[src/hdl/assert_macros.svh]
// Assertion helpers for the sprite blitter RTL.
// Each check is compiled away in synthesis builds.
`ifndef ASSERT_MACROS_SVH
`define ASSERT_MACROS_SVH
`ifndef SYNTHESIS
`define TLSB_ASSERT(lbl, clk, rstn, prop) \
  lbl: assert property (@(posedge clk) disable iff (!rstn) prop) \
    else $error("tlsb assertion failed");
`define TLSB_ASSERT_IMPL(lbl, clk, rstn, ante, cons) \
  lbl: assert property (@(posedge clk) disable iff (!rstn) (ante) |-> (cons)) \
    else $error("tlsb implication failed");
`else
`define TLSB_ASSERT(lbl, clk, rstn, prop)
`define TLSB_ASSERT_IMPL(lbl, clk, rstn, ante, cons)
`endif
`endif

[src/hdl/tlsb_pkg.sv]
// ---------------------------------------------------------------------------
// tlsb_pkg
// Shared types, request codes and blend tables for the two-layer blitter.
// ---------------------------------------------------------------------------
`default_nettype none
package tlsb_pkg;

  localparam int MAX_WIDTH_DEF  = 512;
  localparam int MAX_HEIGHT_DEF = 512;
  localparam int SPR_SIZE       = 8;

  // request codes
  localparam logic [2:0] REQ_READ  = 3'd0;
  localparam logic [2:0] REQ_WRITE = 3'd1;
  localparam logic [2:0] REQ_SPR1  = 3'd2;
  localparam logic [2:0] REQ_SPR2  = 3'd3;
  localparam logic [2:0] REQ_CLEAR = 3'd4;

  // configuration register indexes
  localparam logic [1:0] CFG_WIDTH  = 2'd0;
  localparam logic [1:0] CFG_HEIGHT = 2'd1;

  localparam logic [3:0] FG_MASK = 4'hc;

  // blend rows for pixel values 0..3, and opacity row
  localparam logic [1:0] BLEND_TAB [4][16] = '{
    '{2'd0, 2'd0, 2'd0, 2'd0, 2'd1, 2'd0, 2'd1, 2'd1,
      2'd2, 2'd2, 2'd0, 2'd2, 2'd3, 2'd3, 2'd3, 2'd0},
    '{2'd0, 2'd1, 2'd2, 2'd3, 2'd0, 2'd1, 2'd2, 2'd3,
      2'd0, 2'd1, 2'd2, 2'd3, 2'd0, 2'd1, 2'd2, 2'd3},
    '{2'd1, 2'd2, 2'd3, 2'd1, 2'd1, 2'd2, 2'd3, 2'd1,
      2'd1, 2'd2, 2'd3, 2'd1, 2'd1, 2'd2, 2'd3, 2'd1},
    '{2'd2, 2'd3, 2'd1, 2'd2, 2'd2, 2'd3, 2'd1, 2'd2,
      2'd2, 2'd3, 2'd1, 2'd2, 2'd2, 2'd3, 2'd1, 2'd2}};
  localparam logic [15:0] OPA_ROW = 16'h7bdf;

  typedef struct packed {
    logic [2:0]  req_type;
    logic        layer_sel;
    logic [15:0] pos_x;
    logic [15:0] pos_y;
    logic [3:0]  color_code;
    logic        flip_x;
    logic        flip_y;
    logic [63:0] plane_low;
    logic [63:0] plane_high;
  } in_t;

  typedef struct packed {
    logic [1:0] read_color;
    logic       changed;
  } out_t;

  // one nibble update found by a lane
  typedef struct packed {
    logic       en;
    logic [1:0] val;
  } lane_t;

  typedef enum logic [2:0] {
    S_INIT, S_IDLE, S_ROW, S_BYTE, S_CLR, S_DRAIN, S_DONE
  } state_t;

endpackage
`default_nettype wire

[src/hdl/tlsb_lane.sv]
// ---------------------------------------------------------------------------
// tlsb_lane
// Works out the update for one pixel column of the current byte.
// ---------------------------------------------------------------------------
`default_nettype none
module tlsb_lane (
  input  tlsb_pkg::in_t   req,
  input  logic [15:0]     x,
  input  logic            y_ok,
  input  logic [15:0]     eff_w,
  input  logic [7:0]      row_lo,
  input  logic [7:0]      row_hi,
  output tlsb_pkg::lane_t res
);
  import tlsb_pkg::*;

  logic [15:0] d;
  logic [2:0]  h;
  logic [1:0]  c;
  logic        hit;
  logic        in_x;

  always_comb begin
    d    = x - req.pos_x;
    hit  = (d < 16'(SPR_SIZE));
    h    = req.flip_x ? ~d[2:0] : d[2:0];
    // row bit 7 is the left pixel
    c    = {(req.req_type == REQ_SPR2) & row_hi[~h], row_lo[~h]};
    in_x = (x < eff_w) && y_ok;
    res  = '0;
    if (req.req_type == REQ_WRITE) begin
      res.en  = in_x && (x == req.pos_x);
      res.val = req.color_code[1:0];
    end else begin
      res.en  = in_x && hit && !((c == 2'd0) && !OPA_ROW[req.color_code]);
      res.val = BLEND_TAB[c][req.color_code];
    end
  end

endmodule
`default_nettype wire

[config.mk]
export PLATFORM = sky130hd
export DESIGN_NAME = tlsb_lane
export DESIGN_NICKNAME = d
export VERILOG_FILES = /design/src/hdl/assert_macros.svh /design/src/hdl/tlsb_pkg.sv /design/src/hdl/tlsb_lane.sv
export SDC_FILE = /design/constraint.sdc
export NUM_CORES = 1
export LEC_CHECK = 0
export ABC_AREA = 1
export BUFFER_PORTS_ARGS = -buffer_cell sky130_fd_sc_hd__buf_2
export CAP_MARGIN = 20
export CORE_AREA = 2 2 85 87
export DETAILED_ROUTE_END_ITERATION = 7
export DIE_AREA = 0 0 87 89
export GPL_TIMING_DRIVEN = 0
export PLACE_DENSITY = 0.71
export SLEW_MARGIN = 5
export SYNTH_ARGS = -nofsm -noshare
export SYNTH_HDL_FRONTEND = slang
export SYNTH_SLANG_ARGS = --single-unit
[constraint.sdc]
create_clock -name vclk -period 4.7
set_input_delay 0.705 -clock vclk [all_inputs]
set_output_delay 0.705 -clock vclk [all_outputs]
set_load 0.01 [all_outputs]
==> metrics.txt <==
Setup CP Type in2out; dpl cells ~550; Total Power 0.311 mW; FILL cells about 740; fmax about 0.22 GHz; initial antenna violation count 0; clock power share 0%; critical-path maximum fanout 5; die width 87 µm; Hold Crit Class in2out; first-pass GRT wire length 9.49 mm; vias per cell 4.63; drt pass-1 iters 4; vias in the first global route roughly 2,300; HPWL after detailed placement 5.15 mm; final wirelength 5.80 mm; Slew @ Worst Pin between 0.4 and 0.5 ns; FP Rows 30; largest net degree at the start of global routing 11; total internal power between 0.1 and 0.15 mW; leakage power 1.65 nW; Hold Fails Final Rpt 0; ratio of cells with drive above 1 in the final layout about a fifth; top cells by area, synth nand2_1, ha_1, inv_1; GRT Overall Usage 14.6%; max_cap viols 0; routed via count between 2,000 and 3,000; Layout Cells excl Fill 550; area delta synth->final 24.5%; Slew HR roughly 71%; CP cell instances buf_2, inv_1, ha_1, fa_1, xor2_2, buf_4, nand3_1, nand2_1, nand2_1, nand3_2, inv_1, ha_1, or2_2, o21ai_0, nand3_1, o211ai_1, nand2_1, a21oi_1, o21ai_0, o21ai_0, buf_2; VDD IR-drop max between 0.06 and 0.07 mV; switching power approximately 0.18 mW; DR iter-0 viols 85; Initial Utilization around 30%; Slowest-stage cell, CP fa_1; Tmin final between 4 and 5 ns; crit end category output pin; final-layout clock buffer total 0; drt wl/cell 10.5 µm; Switching Share 59.3%; Die Ht around 89 µm; Mapped Nets 648; status completed; CORE AREA 0.00672 mm²; Placer Congestion between 0.8 and 0.9; IO Port Bufs between 70 and 80; Syn. warnings 0; Final ANT Viol Nets 0; Layout Nets ~730; Cell Area, Synth a little over 0.002 mm²; FF+latch count 0; Pwr Density between 100 and 150 mW/mm²; hold path cells 5; DRC 0; Congestion Overflow GR 0; most common cell after layout, fill and taps aside nand2_1; Cells after Synth roughly 400; share of the synthesized area in the top cell type 25.5%; CP arrival 3.75 ns; required time of the critical path between 3 and 4 ns; fin worst setup slack about 0.24 ns; final core utilization 37.3%; Gate power share 100.0%; IO Pins between 200 and 250; dominant cell type by area after synthesis nand2_1; FF/Latch Area 0 µm²; syn avg cell area just over 5 µm²; CP max stage delay 0.54 ns; n_diodes 0; Post-Place Worst Slack between 0.15 and 0.2 ns; sequential share of power 0%; max-slew violations 0; distinct cell type count after synthesis 28; DIE AREA just under 0.008 mm²; Setup crit start kind input port; most frequent cells in the layout nand2_1, inv_1, buf_2; setup violators final 0; sequential area share after synthesis 0%; period utilization 94.9%
==> metrics by stage <==
| step | hold WS [ns] | instance area [µm²] | TNS [ns] |
|---|---|---|---|
| floorplan | 1.58 | 2020 | 0 |
| global placement | 1.80 | 2490 | 0 |
| detailed placement | 1.80 | 2490 | 0 |
| CTS | 1.80 | 2490 | 0 |
| global route | 1.82 | 2510 | -0.00716 |
| finish | 1.80 | 2510 | 0 |
==> critical path: cells and delay by family <==
| kind | cells | cell delay [ns] |
|---|---|---|
| AO/OA/AOI/OAI | 5 | 0.45 |
| XOR/XNOR | 1 | 0.23 |
| adder cells (fa/ha/maj) | 3 | 0.94 |
| buffers and inverters | 5 | 0.54 |
| AND/OR/NAND/NOR | 7 | 0.88 |
==> layout make-up <==
class,instances,area (µm²),share of cell area (%)
buffer,3,23.8,0.948
inverter,87,327,13.0
multi-input combinational,303,1670,66.5
tap,80,100,3.99
timing repair buffer,77,390,15.6
==> synth_stat cells <==
cell	instances
xor2_2	1
inv_1	86
nor3b_1	1
nand4_1	6
nand3_1	36
nand2_1	137
inv_2	1
a21oi_1	26
nor3_1	2
o32ai_1	1
and2_1	1
o21ai_1	1
a21o_1	1
nand3_2	1
nand3b_1	2
buf_2	2
nor4_1	1
o21ai_0	11
or2_2	3
clkbuf_8	1
o211ai_1	1
xnor2_1	2
nand2_2	1
fa_1	1
nor2_1	26
xor2_1	4
o21a_1	2
ha_1	35
==> metal layers <==
metal	routed length [µm]	vias up	global-route usage (%)
met2	2750	72	27.6
met4	0	0	0
met1	2710	1090	19.3
met5	0	-	0
met3	344	0	0.923
li1	-	1382	-
==> kinds of logic after synthesis <==
logic type	Yosys count	synth area share (%)
buffers and inverters	90	17.4
AO/OA/AOI/OAI	43	11.4
XOR/XNOR	7	3.41
adder cells (fa/ha/maj)	36	22.7
AND/OR/NAND/NOR	217	45.1
==> power groups by stage <==
stage / Sequential [mW] / Combinational (mW) / Clock [mW]
after floorplan: 0 / 0.212 / 0
after global placement: 0 / 0.296 / 0
after detailed placement: 0 / 0.301 / 0
after CTS: 0 / 0.303 / 0
after global routing: 0 / 0.357 / 0
final: 0 / 0.311 / 0
==> worst paths after layout <==
path | start | end | slack, ns
hold / removal | req[168] | res[0] | 1.80
setup / recovery | x[0] | res[1] | 0.24
==> timing repair <==
action                                  in CTS  in global routing
endpoints found under the setup margin       0                  2
setup buffers                                0                  2
hold buffers                                 0                  0
gates resized for setup                      0                  2
(Power assumes the default switching activity.)
