**src/hdl/assert_macros.svh**
```systemverilog
// Assertion helpers for the sprite blitter RTL.
// Each check is compiled away in synthesis builds.
`ifndef ASSERT_MACROS_SVH
`define ASSERT_MACROS_SVH
`ifndef SYNTHESIS
`define TLSB_ASSERT(lbl, clk, rstn, prop) \
  lbl: assert property (@(posedge clk) disable iff (!rstn) prop) \
    else $error("tlsb assertion failed");
`define TLSB_ASSERT_IMPL(lbl, clk, rstn, ante, cons) \
  lbl: assert property (@(posedge clk) disable iff (!rstn) (ante) |-> (cons)) \
    else $error("tlsb implication failed");
`else
`define TLSB_ASSERT(lbl, clk, rstn, prop)
`define TLSB_ASSERT_IMPL(lbl, clk, rstn, ante, cons)
`endif
`endif

```
**src/hdl/tlsb_pkg.sv**
```systemverilog
// ---------------------------------------------------------------------------
// tlsb_pkg
// Shared types, request codes and blend tables for the two-layer blitter.
// ---------------------------------------------------------------------------
`default_nettype none
package tlsb_pkg;

  localparam int MAX_WIDTH_DEF  = 512;
  localparam int MAX_HEIGHT_DEF = 512;
  localparam int SPR_SIZE       = 8;

  // request codes
  localparam logic [2:0] REQ_READ  = 3'd0;
  localparam logic [2:0] REQ_WRITE = 3'd1;
  localparam logic [2:0] REQ_SPR1  = 3'd2;
  localparam logic [2:0] REQ_SPR2  = 3'd3;
  localparam logic [2:0] REQ_CLEAR = 3'd4;

  // configuration register indexes
  localparam logic [1:0] CFG_WIDTH  = 2'd0;
  localparam logic [1:0] CFG_HEIGHT = 2'd1;

  localparam logic [3:0] FG_MASK = 4'hc;

  // blend rows for pixel values 0..3, and opacity row
  localparam logic [1:0] BLEND_TAB [4][16] = '{
    '{2'd0, 2'd0, 2'd0, 2'd0, 2'd1, 2'd0, 2'd1, 2'd1,
      2'd2, 2'd2, 2'd0, 2'd2, 2'd3, 2'd3, 2'd3, 2'd0},
    '{2'd0, 2'd1, 2'd2, 2'd3, 2'd0, 2'd1, 2'd2, 2'd3,
      2'd0, 2'd1, 2'd2, 2'd3, 2'd0, 2'd1, 2'd2, 2'd3},
    '{2'd1, 2'd2, 2'd3, 2'd1, 2'd1, 2'd2, 2'd3, 2'd1,
      2'd1, 2'd2, 2'd3, 2'd1, 2'd1, 2'd2, 2'd3, 2'd1},
    '{2'd2, 2'd3, 2'd1, 2'd2, 2'd2, 2'd3, 2'd1, 2'd2,
      2'd2, 2'd3, 2'd1, 2'd2, 2'd2, 2'd3, 2'd1, 2'd2}};
  localparam logic [15:0] OPA_ROW = 16'h7bdf;

  typedef struct packed {
    logic [2:0]  req_type;
    logic        layer_sel;
    logic [15:0] pos_x;
    logic [15:0] pos_y;
    logic [3:0]  color_code;
    logic        flip_x;
    logic        flip_y;
    logic [63:0] plane_low;
    logic [63:0] plane_high;
  } in_t;

  typedef struct packed {
    logic [1:0] read_color;
    logic       changed;
  } out_t;

  // one nibble update found by a lane
  typedef struct packed {
    logic       en;
    logic [1:0] val;
  } lane_t;

  typedef enum logic [2:0] {
    S_INIT, S_IDLE, S_ROW, S_BYTE, S_CLR, S_DRAIN, S_DONE
  } state_t;

endpackage
`default_nettype wire

```
**src/hdl/tlsb_merge.sv**
```systemverilog
// ---------------------------------------------------------------------------
// tlsb_merge
// Folds the two lane updates into the stored byte and flags a change.
// ---------------------------------------------------------------------------
`default_nettype none
module tlsb_merge (
  input  logic [7:0]      old_byte,
  input  logic            layer,
  input  tlsb_pkg::lane_t even_res,
  input  tlsb_pkg::lane_t odd_res,
  output logic [7:0]      new_byte,
  output logic            changed
);
  import tlsb_pkg::*;

  logic [3:0] hi_n;
  logic [3:0] lo_n;

  always_comb begin
    hi_n = old_byte[7:4];
    lo_n = old_byte[3:0];
    // even pixel lives in the high nibble
    if (even_res.en) begin
      if (layer) hi_n[3:2] = even_res.val;
      else       hi_n[1:0] = even_res.val;
    end
    if (odd_res.en) begin
      if (layer) lo_n[3:2] = odd_res.val;
      else       lo_n[1:0] = odd_res.val;
    end
    new_byte = {hi_n, lo_n};
    changed  = (new_byte != old_byte);
  end

endmodule
`default_nettype wire

```
**config.mk**
```make
export PLATFORM = sky130hd
export DESIGN_NAME = tlsb_merge
export DESIGN_NICKNAME = d
export VERILOG_FILES = /design/src/hdl/assert_macros.svh /design/src/hdl/tlsb_pkg.sv /design/src/hdl/tlsb_merge.sv
export SDC_FILE = /design/constraint.sdc
export NUM_CORES = 1
export LEC_CHECK = 0
export ABC_AREA = 1
export BUFFER_PORTS_ARGS = -buffer_cell sky130_fd_sc_hd__clkbuf_2
export CORE_AREA = 8 8 45 47
export DETAILED_ROUTE_END_ITERATION = 10
export DIE_AREA = 0 0 53 55
export GPL_ROUTABILITY_DRIVEN = 0
export MAX_ROUTING_LAYER = met4
export SYNTH_ARGS = -nofsm -noshare
export SYNTH_HDL_FRONTEND = slang
export SYNTH_SLANG_ARGS = --single-unit
```
**constraint.sdc**
```tcl
create_clock -name vclk -period 1.3
set_input_delay 0.26 -clock vclk [all_inputs]
set_output_delay 0.26 -clock vclk [all_outputs]
set_load 0.01 [all_outputs]
```
==> impl_metrics.json <==
{
  "outcome": "finished clean",
  "post-synth-top-area-fraction_pct": 29.7,
  "synth.area.top_cells": "sky130_fd_sc_hd__inv_1 30%, sky130_fd_sc_hd__nand2_1 24%, sky130_fd_sc_hd__nand3_1 20%",
  "fp.dieH_um": 55,
  "crit_path_start": "layer",
  "area_delta_synth_final_pct": 77.6,
  "ant_nets": 0,
  "rsz_0062_raised_after_global_routing": "true",
  "finish.utilization_pct": 42.2,
  "timing.critical_path.slowest_stage_cell": "sky130_fd_sc_hd__buf_4",
  "design.die.area_um2": 2920,
  "setup-tns-final_ps": 0,
  "dp_hpwl_um": 918,
  "placedCellCount": 121,
  "final_period_minus_worst_setup_slack_ps": 1280,
  "area.sequential_um2": 0,
  "synthesis.nets": 92,
  "drc": 0,
  "avgViaCountPerCell": 4.31,
  "crit_path_max_fanout": 5,
  "floorplan.rows": 14,
  "timing.slew.headroom_pct": 87.8,
  "layout.cells.non_filler": 122,
  "max_incr_delay_on_cp_ps": 130,
  "end_kind": "output port",
  "pre_repair_dr_iteration_count": 4,
  "maxClockFrequency_mhz": 780,
  "count_leader_synth": "sky130_fd_sc_hd__inv_1",
  "worstPathCellList": "buf_8 > buf_4 > nand4_1 > nand2_1 > nor2_1 > nand2_1 > inv_1 > nand2_1 > buf_2",
  "layout.nets": 123,
  "required_ps": 1040,
  "gr-usage-all-layers_pct": 7.52,
  "timing.hold.worst.class": "in -> out",
  "maxCapViolations": 0,
  "place.port_buffers": 24,
  "cellPowerDensity_nw_per_um2": 317,
  "post_route_cells_drive_above_1_share_pct": 40.6,
  "crit_path_start_kind": "input port",
  "number_of_antenna_diodes": 0,
  "grt_overflow_total": 0,
  "n_clock_buffer": 0,
  "io_count": 24,
  "crit_path_frequent_cell": "sky130_fd_sc_hd__nand2_1",
  "coreArea_um2": 1380,
  "path_class": "in -> out",
  "chipWidth_um": 53,
  "numSequentialCells": 0,
  "ir_drop_uv": 128,
  "crit_arrival_ps": 1020,
  "finalCritPeriodShare_pct": 98.6,
  "crit_end": "changed",
  "first_global_vias": 470,
  "pin_count_of_the_biggest_net_entering_global_routing": 9,
  "final_worst_hold_slack_ps": 862,
  "p_total_mw": 0.185,
  "synth.cell_area_um2": 329,
  "number_of_antenna_violations_at_the_first_check_in_global_routing": 0,
  "floorplan.initialDensity_pct": 23.8,
  "post-synth-top-area-cell": "sky130_fd_sc_hd__inv_1",
  "routed_wirelength_um": 1090,
  "synth_cell_type_count": 8,
  "final-hold-violation-count": 0,
  "avgSynthCellArea_um2": 4.27,
  "grt_pass1_wl_um": 1780,
  "slew_violations": 0,
  "routed_wire_length_per_instance_um": 8.95,
  "min_path_cells": 4,
  "max_slew.worst_pin.slew_ps": 183,
  "seq_area_frac_synth_pct": 0,
  "number_of_endpoints_failing_setup_at_the_final_stage": 0,
  "hold_buffer_count_at_cts": 0,
  "dr.first_iter.drc_count": 8,
  "leakage_power_total_nw": 0.395,
  "synth_commonest_cells": "26 x sky130_fd_sc_hd__inv_1, 21 x sky130_fd_sc_hd__nand2_1, 13 x sky130_fd_sc_hd__nand3_1, 8 x sky130_fd_sc_hd__o21ai_0, 4 x sky130_fd_sc_hd__nor2_1",
  "yosys_warnings": 0,
  "route.vias.total": 526,
  "netlist_instances": 77
}
## stage by stage
stage	instance area (um2)	worst slack [ps]
finish	584	18.5
global route	584	-51.2
CTS	523	4.59
detailed placement	499	-94.1
global placement	499	-48.7
floorplan	329	217
## cell usage in the layout (no fill, tap or decap)
| cell type | instances |
|---|---|
| sky130_fd_sc_hd__inv_1 | 21 |
| sky130_fd_sc_hd__nor2_1 | 4 |
| sky130_fd_sc_hd__o21ai_0 | 8 |
| sky130_fd_sc_hd__inv_4 | 2 |
| sky130_fd_sc_hd__buf_8 | 2 |
| sky130_fd_sc_hd__nand2_4 | 2 |
| sky130_fd_sc_hd__buf_2 | 1 |
| sky130_fd_sc_hd__inv_2 | 3 |
| sky130_fd_sc_hd__nand3_2 | 5 |
| sky130_fd_sc_hd__buf_4 | 6 |
| sky130_fd_sc_hd__nand3b_1 | 1 |
| sky130_fd_sc_hd__nand3_1 | 8 |
| sky130_fd_sc_hd__clkbuf_2 | 20 |
| sky130_fd_sc_hd__nand2_1 | 19 |
| sky130_fd_sc_hd__nand4_1 | 2 |
| sky130_fd_sc_hd__nor2_4 | 2 |
## repair_timing
| item | CTS | global route |
|---|---|---|
| resized for setup | 6 | 23 |
| pin swaps | 2 | 13 |
| setup buffers | 0 | 1 |
| setup endpoints to repair | 1 | 2 |
## cell type report
class                      count  area [um2]
fill                         153         800
inverter                      26         103
multi-input combinational     51         282
tap                           16        20.0
timing repair buffer          29         180
## cells by family (layout without fill, tap and decap cells)
| family | after synthesis | in the layout | synth area share (%) |
|---|---|---|---|
| AO/OA/AOI/OAI | 8 | 8 | 12.2 |
| buffers and inverters | 26 | 55 | 29.7 |
| AND/OR/NAND/NOR | 43 | 43 | 58.2 |
## worst min-delay path by stage
stage	start	end	slack (ps)
after detailed placement	old_byte[1]	new_byte[1]	870
after CTS	old_byte[1]	new_byte[1]	870
after global placement	old_byte[0]	new_byte[0]	860
after floorplan	odd_res[0]	new_byte[2]	670
after global routing	old_byte[0]	new_byte[0]	890
final	old_byte[0]	new_byte[0]	860
## worst max-delay path, delay by kind of cell
kind,cells,cell delay (ps)
buffers and inverters,4,430
and+or+nand+nor,5,340
## power breakdown
| part | switching, mW | internal, mW |
|---|---|---|
| combinational | 0.103 | 0.0820 |
| clock | 0 | 0 |
| sequential | 0 | 0 |
| total | 0.103 | 0.0820 |
## layer usage
layer | wire length (um) | part of all wire, % | vias up | global-route usage (%)
met4 | 0 | 0 | 0 | 0
met3 | 70 | 6.4 | 0 | 0.535
met5 | 0 | 0 | - | -
li1 | - | - | 291 | -
met1 | 474 | 43 | 219 | 9.05
met2 | 547 | 50 | 16 | 14.1
Power figures use the tool's default switching activity.
